## src/hdl/uigfd_pkg.sv

```systemverilog
package uigfd_pkg;

    // field and register widths
    localparam int CMD_W   = 2;
    localparam int BYTE_W  = 8;
    localparam int LEN_W   = 13;
    localparam int IDX_W   = 3;
    localparam int CFG_W   = 22;
    localparam int BAUD_W  = 22;
    localparam int DBITS_W = 4;
    localparam int GAP_W   = 16;

    // character bits (at most 1 + 15 + 2 + 1) and the dividend bits * 4000
    localparam int BITS_W  = 5;
    localparam int NUM_W   = 17;

    localparam int BUFFER_BYTES_DEF = 4096;

    localparam int BAUD_RESET      = 115200;
    localparam int DATA_BITS_RESET = 8;
    localparam int BAUD_DEFAULT    = 9600;
    localparam int MS_SCALE        = 4000;
    localparam int GAP_MIN         = 3;
    localparam int GAP_MAX         = 50;
    localparam int GAP_RESET       = 3;

    typedef enum logic [CMD_W-1:0] {
        CMD_BYTE  = 2'd0,
        CMD_TICK  = 2'd1,
        CMD_FLUSH = 2'd2
    } t_cmd;

    typedef enum logic [IDX_W-1:0] {
        REG_BAUD         = 3'd0,
        REG_DATA_BITS    = 3'd1,
        REG_TWO_STOP     = 3'd2,
        REG_PARITY       = 3'd3,
        REG_EXPLICIT_GAP = 3'd4
    } t_reg_idx;

    typedef struct packed {
        logic             valid;
        logic [IDX_W-1:0] index;
        logic [CFG_W-1:0] data;
    } t_cfg_write;

    typedef struct packed {
        logic             busy;
        logic [GAP_W-1:0] gap_ms;
    } t_gap_status;

endpackage

```

## src/hdl/uigfd_gap.sv

```systemverilog
module uigfd_gap
    import uigfd_pkg::*;
(
    input  logic        i_clk,
    input  logic        i_rst_n,
    input  t_cfg_write  i_cfg,
    output t_gap_status o_status
);

    typedef enum logic [2:0] {
        G_IDLE = 3'b001,
        G_LOAD = 3'b010,
        G_DIV  = 3'b100
    } t_gap_state;

    t_gap_state r_state;

    logic [BAUD_W-1:0]  r_baud;
    logic [DBITS_W-1:0] r_data_bits;
    logic               r_two_stop;
    logic               r_parity;
    logic [GAP_W-1:0]   r_explicit;
    logic [GAP_W-1:0]   r_gap;

    logic [BAUD_W-1:0]  r_div;
    logic [BAUD_W-1:0]  r_rem;
    logic [NUM_W-1:0]   r_quo;
    logic [BITS_W-1:0]  r_step;

    logic [BITS_W-1:0]  char_bits;
    logic [NUM_W-1:0]   dividend;
    logic [BAUD_W:0]    trial;
    logic               fits;
    logic [BAUD_W-1:0]  n_rem;
    logic [NUM_W-1:0]   n_quo;
    logic [GAP_W-1:0]   clamped;
    logic               known_idx;

    always_comb begin
        char_bits = BITS_W'(1) + BITS_W'(r_data_bits) + (r_two_stop ? BITS_W'(2) : BITS_W'(1))
                  + BITS_W'(r_parity);
        dividend  = NUM_W'(char_bits * MS_SCALE);
    end

    // one restoring step: shift in the next dividend bit, subtract if it fits
    always_comb begin
        trial = {r_rem, r_quo[NUM_W-1]};
        fits  = (trial >= {1'b0, r_div});
        n_rem = fits ? BAUD_W'(trial - {1'b0, r_div}) : trial[BAUD_W-1:0];
        n_quo = {r_quo[NUM_W-2:0], fits};
    end

    // gap = quotient + 1, held to GAP_MIN..GAP_MAX
    always_comb begin
        if (n_quo >= NUM_W'(GAP_MAX - 1)) begin
            clamped = GAP_W'(GAP_MAX);
        end else if (n_quo < NUM_W'(GAP_MIN - 1)) begin
            clamped = GAP_W'(GAP_MIN);
        end else begin
            clamped = GAP_W'(n_quo) + GAP_W'(1);
        end
    end

    always_comb begin
        case (i_cfg.index)
            REG_BAUD, REG_DATA_BITS, REG_TWO_STOP, REG_PARITY, REG_EXPLICIT_GAP: known_idx = 1'b1;
            default: known_idx = 1'b0;
        endcase
    end

    always_ff @(posedge i_clk) begin
        if (!i_rst_n) begin
            r_baud      <= BAUD_W'(BAUD_RESET);
            r_data_bits <= DBITS_W'(DATA_BITS_RESET);
            r_two_stop  <= 1'b0;
            r_parity    <= 1'b0;
            r_explicit  <= '0;
        end else if (i_cfg.valid && r_state == G_IDLE) begin
            case (i_cfg.index)
                REG_BAUD:         r_baud      <= i_cfg.data[BAUD_W-1:0];
                REG_DATA_BITS:    r_data_bits <= i_cfg.data[DBITS_W-1:0];
                REG_TWO_STOP:     r_two_stop  <= i_cfg.data[0];
                REG_PARITY:       r_parity    <= i_cfg.data[0];
                REG_EXPLICIT_GAP: r_explicit  <= i_cfg.data[GAP_W-1:0];
                default: ;
            endcase
        end
    end

    always_ff @(posedge i_clk) begin
        if (!i_rst_n) begin
            r_state <= G_IDLE;
            r_gap   <= GAP_W'(GAP_RESET);
            r_step  <= '0;
        end else begin
            case (r_state)
                G_IDLE: begin
                    if (i_cfg.valid && known_idx) begin
                        r_state <= G_LOAD;
                    end
                end
                G_LOAD: begin
                    if (r_explicit != '0) begin
                        r_gap   <= r_explicit;
                        r_state <= G_IDLE;
                    end else begin
                        r_step  <= '0;
                        r_state <= G_DIV;
                    end
                end
                G_DIV: begin
                    r_step <= r_step + BITS_W'(1);
                    if (r_step == BITS_W'(NUM_W - 1)) begin
                        r_gap   <= clamped;
                        r_state <= G_IDLE;
                    end
                end
                default: r_state <= G_IDLE;
            endcase
        end
    end

    // datapath of the divider
    always_ff @(posedge i_clk) begin
        if (r_state == G_LOAD) begin
            r_div <= (r_baud == '0) ? BAUD_W'(BAUD_DEFAULT) : r_baud;
            r_rem <= '0;
            r_quo <= dividend;
        end else if (r_state == G_DIV) begin
            r_rem <= n_rem;
            r_quo <= n_quo;
        end
    end

    assign o_status.busy   = (r_state != G_IDLE);
    assign o_status.gap_ms = r_gap;

endmodule

```

## src/hdl/uart_idle_gap_frame_delimiter.sv

```systemverilog
// Cuts a received serial byte stream into frames by line silence, Modbus RTU
// style. Each input word is a received byte, a one-millisecond tick or a flush.
// A byte is passed straight through with the running frame length; it carries
// frame_end when the frame fills BUFFER_BYTES. A tick that brings the idle time
// up to the gap limit, or a flush, closes a pending frame with a word that has
// no byte and the final length. Ticks and flushes with nothing pending, and
// command three, give no output word. The gap limit is explicit_gap_ms when that
// is nonzero, else bits*4000/baud + 1 ms held to 3..50 ms (baud 0 counts as
// 9600). Rate: one input word per clock while input ready is high, with the
// output register decoupling the two sides; input waits while that register
// holds a word the receiver has not taken, and during configuration as below.
// After each write to a known register the gap limit is worked out again: the
// load state, then, when explicit_gap_ms is zero, the divide state of a
// bit-serial divider, one step per quotient bit. Configuration ready is low in
// these states; input ready is low in them, for the write cycle itself and
// whenever configuration valid is high. Write configuration only while the block is idle.
module uart_idle_gap_frame_delimiter
    import uigfd_pkg::*;
#(
    parameter int BUFFER_BYTES = BUFFER_BYTES_DEF
) (
    input  logic              i_clk,
    input  logic              i_rst_n,

    input  logic              i_in_valid,
    output logic              o_in_ready,
    input  logic [CMD_W-1:0]  i_command,
    input  logic [BYTE_W-1:0] i_rx_byte,

    output logic              o_out_valid,
    input  logic              i_out_ready,
    output logic [BYTE_W-1:0] o_out_byte,
    output logic              o_has_byte,
    output logic              o_frame_end,
    output logic [LEN_W-1:0]  o_frame_length,

    input  logic              i_cfg_valid,
    output logic              o_cfg_ready,
    input  logic [IDX_W-1:0]  i_cfg_index,
    input  logic [CFG_W-1:0]  i_cfg_data
);

    // frame counter holds 0..BUFFER_BYTES-1 between words, the new count up to BUFFER_BYTES
    localparam int CW = (BUFFER_BYTES > 1) ? $clog2(BUFFER_BYTES + 1) : 1;

    t_cfg_write  cfg_wr;
    t_gap_status gap;

    logic [CW-1:0]     r_count;
    logic [GAP_W-1:0]  r_idle;

    logic              r_out_valid;
    logic [BYTE_W-1:0] r_out_byte;
    logic              r_has_byte;
    logic              r_frame_end;
    logic [LEN_W-1:0]  r_frame_length;

    logic              in_acc;
    logic              out_free;
    logic [CW-1:0]     cnt_inc;
    logic [GAP_W-1:0]  idle_inc;

    logic [CW-1:0]     n_count;
    logic [GAP_W-1:0]  n_idle;
    logic              n_emit;
    logic              n_has_byte;
    logic              n_frame_end;
    logic [CW-1:0]     n_len;

    assign cfg_wr.valid = i_cfg_valid && o_cfg_ready;
    assign cfg_wr.index = i_cfg_index;
    assign cfg_wr.data  = i_cfg_data;

    uigfd_gap u_gap (
        .i_clk    (i_clk),
        .i_rst_n  (i_rst_n),
        .i_cfg    (cfg_wr),
        .o_status (gap)
    );

    // hold input off while the output word is not taken, while the gap is recomputed and in the write cycle itself
    assign out_free    = !r_out_valid || i_out_ready;
    assign o_in_ready  = out_free && !gap.busy && !i_cfg_valid;
    assign o_cfg_ready = !gap.busy;
    assign in_acc      = i_in_valid && o_in_ready;

    assign cnt_inc  = r_count + CW'(1);
    assign idle_inc = (r_idle == '1) ? r_idle : r_idle + GAP_W'(1);

    always_comb begin
        n_count     = r_count;
        n_idle      = r_idle;
        n_emit      = 1'b0;
        n_has_byte  = 1'b0;
        n_frame_end = 1'b0;
        n_len       = r_count;
        case (t_cmd'(i_command))
            CMD_BYTE: begin
                // pass the byte through; close the frame once the buffer is full
                n_idle     = '0;
                n_emit     = 1'b1;
                n_has_byte = 1'b1;
                n_len      = cnt_inc;
                if (cnt_inc == CW'(BUFFER_BYTES)) begin
                    n_frame_end = 1'b1;
                    n_count     = '0;
                end else begin
                    n_count = cnt_inc;
                end
            end
            CMD_TICK: begin
                // advance the idle time and close a pending frame on the gap
                n_idle = idle_inc;
                if (r_count != '0 && idle_inc >= gap.gap_ms) begin
                    n_emit      = 1'b1;
                    n_frame_end = 1'b1;
                    n_count     = '0;
                end
            end
            CMD_FLUSH: begin
                if (r_count != '0) begin
                    n_emit      = 1'b1;
                    n_frame_end = 1'b1;
                    n_count     = '0;
                end
            end
            default: ;
        endcase
    end

    always_ff @(posedge i_clk) begin
        if (!i_rst_n) begin
            r_count     <= '0;
            r_idle      <= '0;
            r_out_valid <= 1'b0;
        end else begin
            if (in_acc) begin
                r_count <= n_count;
                r_idle  <= n_idle;
            end
            if (out_free) begin
                r_out_valid <= in_acc && n_emit;
            end
        end
    end

    // output word payload, loaded when the output register is free
    always_ff @(posedge i_clk) begin
        if (in_acc && n_emit && out_free) begin
            r_out_byte     <= n_has_byte ? i_rx_byte : '0;
            r_has_byte     <= n_has_byte;
            r_frame_end    <= n_frame_end;
            r_frame_length <= LEN_W'(n_len);
        end
    end

    assign o_out_valid    = r_out_valid;
    assign o_out_byte     = r_out_byte;
    assign o_has_byte     = r_has_byte;
    assign o_frame_end    = r_frame_end;
    assign o_frame_length = r_frame_length;

    // a byte always clears the idle time
    a_byte_clears_idle: assert property (@(posedge i_clk) disable iff (!i_rst_n)
        in_acc && i_command == CMD_BYTE |=> r_idle == '0)
        else $error("idle time not cleared by a byte");

    // a flush always leaves no pending frame
    a_flush_empties: assert property (@(posedge i_clk) disable iff (!i_rst_n)
        in_acc && i_command == CMD_FLUSH |=> r_count == '0)
        else $error("frame still pending after flush");

    // no input is taken while the gap limit is being recomputed
    a_no_accept_busy: assert property (@(posedge i_clk) disable iff (!i_rst_n)
        gap.busy |-> !o_in_ready)
        else $error("input accepted during gap recompute");

    // the frame counter never reaches the buffer size between words
    a_count_bound: assert property (@(posedge i_clk) disable iff (!i_rst_n)
        r_count < CW'(BUFFER_BYTES))
        else $error("frame counter overrun");

    // a word without a byte always closes a nonempty frame
    a_gap_end_len: assert property (@(posedge i_clk) disable iff (!i_rst_n)
        r_out_valid && !r_has_byte |-> r_frame_end && (BUFFER_BYTES > 8191 ||
            r_frame_length != '0))
        else $error("empty frame closed");

    // the gap limit is never zero
    a_gap_nonzero: assert property (@(posedge i_clk) disable iff (!i_rst_n)
        gap.gap_ms != '0)
        else $error("zero gap limit");

endmodule
```

## config.mk

```make
export PLATFORM = sky130hd
export DESIGN_NAME = uart_idle_gap_frame_delimiter
export DESIGN_NICKNAME = d
export VERILOG_FILES = /design/src/hdl/uigfd_pkg.sv /design/src/hdl/uigfd_gap.sv /design/src/hdl/uart_idle_gap_frame_delimiter.sv
export SDC_FILE = /design/constraint.sdc
export NUM_CORES = 1
export LEC_CHECK = 0
export BUFFER_PORTS_ARGS = -buffer_cell sky130_fd_sc_hd__buf_2
export CAP_MARGIN = 5
export CORE_ASPECT_RATIO = 0.5
export CORE_UTILIZATION = 44
export CTS_BUF_LIST = sky130_fd_sc_hd__clkbuf_8
export CTS_CLUSTER_SIZE = 28
export DETAILED_ROUTE_END_ITERATION = 10
export PLACE_DENSITY = 0.63
export RECOVER_POWER = 25
export SYNTH_ARGS = -nofsm -noshare
export SYNTH_HDL_FRONTEND = slang
export SYNTH_HIERARCHICAL = 1
export SYNTH_SLANG_ARGS = --single-unit
export TNS_END_PERCENT = 100
```

## constraint.sdc

```tcl
create_clock -name i_clk -period 5.4 [get_ports i_clk]
set_clock_uncertainty 0.15 [all_clocks]
set_input_delay 0.54 -clock i_clk [delete_from_list [all_inputs] [get_ports i_clk]]
set_output_delay 0.54 -clock i_clk [all_outputs]
set_load 0.1 [all_outputs]
```

==> summary by stage <==
Synthesis
The portion of the post-synthesis area used by sequential elements is 0.396. In the synthesized netlist the async set-or-reset flop fraction comes to 0. Yosys attributes the largest share of cell area to dfxtp_1 24%, edfxtp_1 16%, ha_1 8.7%. The count of yosys warnings during synthesis is 6. The simple-gate portion of the synthesized area is 0.193. The share of synthesized area in the top cell type comes to 0.235. The mux share of post-synthesis cell area is 0.0245.

In this run, synthesis inferred between 50 and 60 flip-flops with an integrated enable. The count of cell types in the netlist is 84. Of the total synthesized cell area, the portion taken by full adders, half adders and majority gates is 0.110.

The synthesized instance count is 1193. The main combinational cell family by area after synthesis is simple AND/OR/NAND/NOR gates. The synthesized design spends more area on one cell type than any other, namely dfxtp_1. The area fraction in compound gates after synthesis is 0.173. The synthesized area divided by synthesized cell count is just under 9 um^2. Counting flops and latches in the post-synthesis netlist gives about 180. Of the total synthesized cell area, the portion taken by XOR and XNOR cells is 0.0469. The predominant post-synthesis flop cell is dfxtp_1. The number of nets handed over by synthesis was approximately 1300. After synthesis the cells add up to roughly 11000 um^2.

Clock network
The maximum level of the CTS H-tree is 4. For this design, the sink count on the clock tree is 182. The clock passes through at most 2 buffers. Hold repair after CTS inserted 0 buffers. Clock tree synthesis inserted a total of 17 buffers. The tree is rooted in a clkbuf_8.

The clock reaches the later pin of the worst-skew pair after between 0.4 and 0.5 ns. TritonCTS built the clock tree. The clock-pin slew of the registers on the worst-case setup and hold paths is about 0.10 ns.

Finish
The top cell types in the final layout, fill and taps aside, are 161 x nand2_1, 125 x dfxtp_1, 85 x inv_1. In the final design database the tool counted 1341 nets. The library cell used most frequently in the layout, excluding fill and tap cells, is nand2_1. The number of inserted filler cells in the final layout is ~2200. The area of the multi-input gates is ~5800 um^2. The count of placed standard cells in the final layout, fillers left out is 1536. Of the cells placed in the final design, the portion with a size suffix greater than 1 is 0.0920. The sequential cell area is between 4000 and 5000 um^2. From synthesis to final layout, the design area changed by 8.37%.

Detailed routing
The overall via count from detail_route is between 8000 and 9000. The via density per instance is roughly 5.5. After detailed routing, the average wire length per cell comes to about 16 um. The pre-antenna-repair detailed-routing pass consisted of 5 iterations. The DRC violation count after routing is 0. The final antenna-violating net count is 0.

The number of DRC violations after detailed-routing iteration 0 is 468. After detailed routing, the total wire length is around 25 mm.

Global routing
The first global-routing pass estimated approximately 40 mm of wire. The number of global-route vias before repair came to roughly 8000. Summed over all layers, the global routing overflow is 0. Across every metal layer, demand over resource in global routing totals 0.207.

The initial antenna violation count is 1. Entering global routing, the biggest net connects between 70 and 80 pins.

Place
During placement, the flow inserted port buffers numbering 65. The congestion estimate from routability-driven global placement came to around 0.86. The wire-length estimate of the detail-placed layout is between 15 and 20 mm. The placed cell count is around 1500.

STA
Setup repair after global routing left no endpoint under its margin. The routed design could run at a clock period as short as roughly 5 ns. The worst slew margin relative to its limit is -0.255.

The final number of max-transition violations came to 32. The number of endpoints with negative hold slack in the final report came to 0. The highest clock frequency the design can meet is about 0.20 GHz.

Of the available clock period, the critical path in the final layout requires 0.934. The tightest hold path in the finished design has a slack of 0.139 ns. After routing, the total negative slack on setup checks comes to 0 ns.

The slew at the pin closest to its max-slew limit is roughly 1.9 ns. Setup violations remaining at the end of the flow were counted as 0.

Power and ir drop
Dividing total power by cell area gives a power density of about 230 nW/um^2. The proportion of total power due to net switching is 0.272. The final total power is roughly 2.7 mW. The share of total power dissipated in combinational logic is 0.106. The design internal power is about 2 mW. The analysis attributes to net switching a power of approximately 0.74 mW. The worst ir drop on vdd is about 160 uV.

The share of total power dissipated in sequential elements is 0.531. In this run the static leakage power is between 4 and 5 nW. The fraction of power consumed by the clock network is 0.362.

Setup path
The maximum fanout count along the critical path is 3. Walking the worst path, the cells encountered are inv_1, ha_1, inv_1, ha_1, fa_1, a21o_1, and2_1, fa_1, fa_1, fa_1, inv_1, ha_1, inv_1, o21bai_1, a21oi_1, o21bai_1, a21oi_1, xor2_1, o21ai_0. The data required time at the worst endpoint is between 5 and 6 ns. For this design, the slowest cell found on the critical path is fa_1. The launching element type of the critical path is a flop.

The worst setup path category is flop to flop. For this run, the slowest stage of the critical path takes ~0.57 ns. The critical path capture point type is a flop. For the worst setup path, the data arrival time is between 5 and 6 ns.

Floorplan
The die span in x is ~220 um. The die covers approximately 25000 um^2. 66 I/O pins were placed. The number of rows created at floorplan is 39. The core outline area is between 20000 and 25000 um^2. The y dimension of the die is ~110 um. The initial standard-cell utilization of the core is 0.457.

Run
The max-capacitance violation count is 1.

Hold path
The worst hold path belongs to the class input pin to flop.

Outcome
The flow ran to the end, but the final reports show violations. The checks that failed: capacitance limit, slew limit.
-- sequential cells by signal, summed over array words and instances (netlist names) --
name and cells:
u_gap/r_baud 22, r_idle 16, u_gap/r_div 22, o_frame_length 13
o_frame_end 1, u_gap/r_explicit 16, u_gap/r_gap 16, o_out_valid 1
o_has_byte 1, u_gap/r_quo 17, r_count 13, u_gap/r_two_stop 1
u_gap/r_step 5, u_gap/r_data_bits 4, u_gap/r_rem 22, u_gap/r_state 3
o_out_byte 8, u_gap/r_parity 1
-- timing repair --
action	in CTS	in global routing
gates resized for setup	0	1
endpoints found under the setup margin	0	2
buffers inserted	0	0
-- worst max-delay path: cells and delay by family (launching register included) --
kind                       cells  cell delay (ns)
adders and majority gates      7             2.81
xor gates and xnor gates       1             0.15
and+or+nand+nor                1             0.20
DFF                            1             0.34
AOI/OAI and AO/OA              6             0.88
buffers and inverters          4             0.23
-- layer usage --
layer  global-route usage  wire, um  vias to the layer above
li1                     -         -                     4211
met1                0.286     12300                     3980
met2                0.317     10800                      161
met3               0.0483      1280                       27
met4               0.0713       385                        0
met5                    0         0                        -
-- path summary, 6_finish.rpt --
| kind | from | end | slack, ns | depth (start not counted) |
|---|---|---|---|---|
| worst min register to register | u_gap/r_gap[10] | u_gap/r_gap[10] | 0.32 | 2 |
| worst max-delay path | u_gap/r_data_bits[0] | u_gap/r_quo[15] | 0.36 | 19 |
| worst max register to register | u_gap/r_data_bits[0] | u_gap/r_quo[15] | 0.36 | 19 |
| worst min-delay path | i_cfg_data[16] | u_gap/r_baud[16] | 0.14 | 3 |
-- area by class of cell --
class | instances | share of cell area
timing repair buffer | 74 | 0.0310
clock inverter | 14 | 0.0139
tap | 307 | 0.0333
multi-input combinational | 854 | 0.507
clock buffer | 18 | 0.0215
inverter | 86 | 0.0280
sequential | 182 | 0.365
antenna | 1 | 0.000217
-- per-stage QoR --
stage | util | setup WS (ns) | cell area [um^2]
floorplan | - | 0.142 | 10600
global placement | 0.479 | 0.368 | 11200
detailed placement | 0.479 | 0.244 | 11200
CTS | 0.497 | 0.192 | 11600
global route | 0.496 | 0.0122 | 11500
finish | 0.496 | 0.358 | 11500
-- synth_stat cells (26+ instances only) --
cell and number:
o21ai_0 54, nand2_1 162, edfxtp_1 57, xnor2_1 37
dfxtp_1 125, a21oi_1 58, nand3_1 41, clkbuf_1 52
a21boi_0 31, mux2i_1 26, inv_1 85, ha_1 74
nor2_1 58, nor2b_1 28
-- kinds of logic (layout without fill, tap and decap cells) --
| logic type | count (synthesis) | in the layout |
|---|---|---|
| xor gates and xnor gates | 57 | 57 |
| muxes | 26 | 26 |
| and+or+nand+nor | 413 | 413 |
| DFF | 182 | 182 |
| other | 0 | 1 |
| AOI/OAI and AO/OA | 272 | 272 |
| adders and majority gates | 86 | 86 |
| buffers and inverters | 157 | 192 |
-- power groups by stage --
stage	registers, mW	logic (mW)	clock network (mW)
4_1_cts	1.44	0.290	1.01
3_5_place_dp	1.47	0.288	0
3_3_place_gp	1.47	0.283	0
6_report	1.44	0.287	0.979
2_1_floorplan	1.48	0.201	0
5_1_grt	1.44	0.324	1.07
Note: power is estimated with default switching activity, not from simulation.
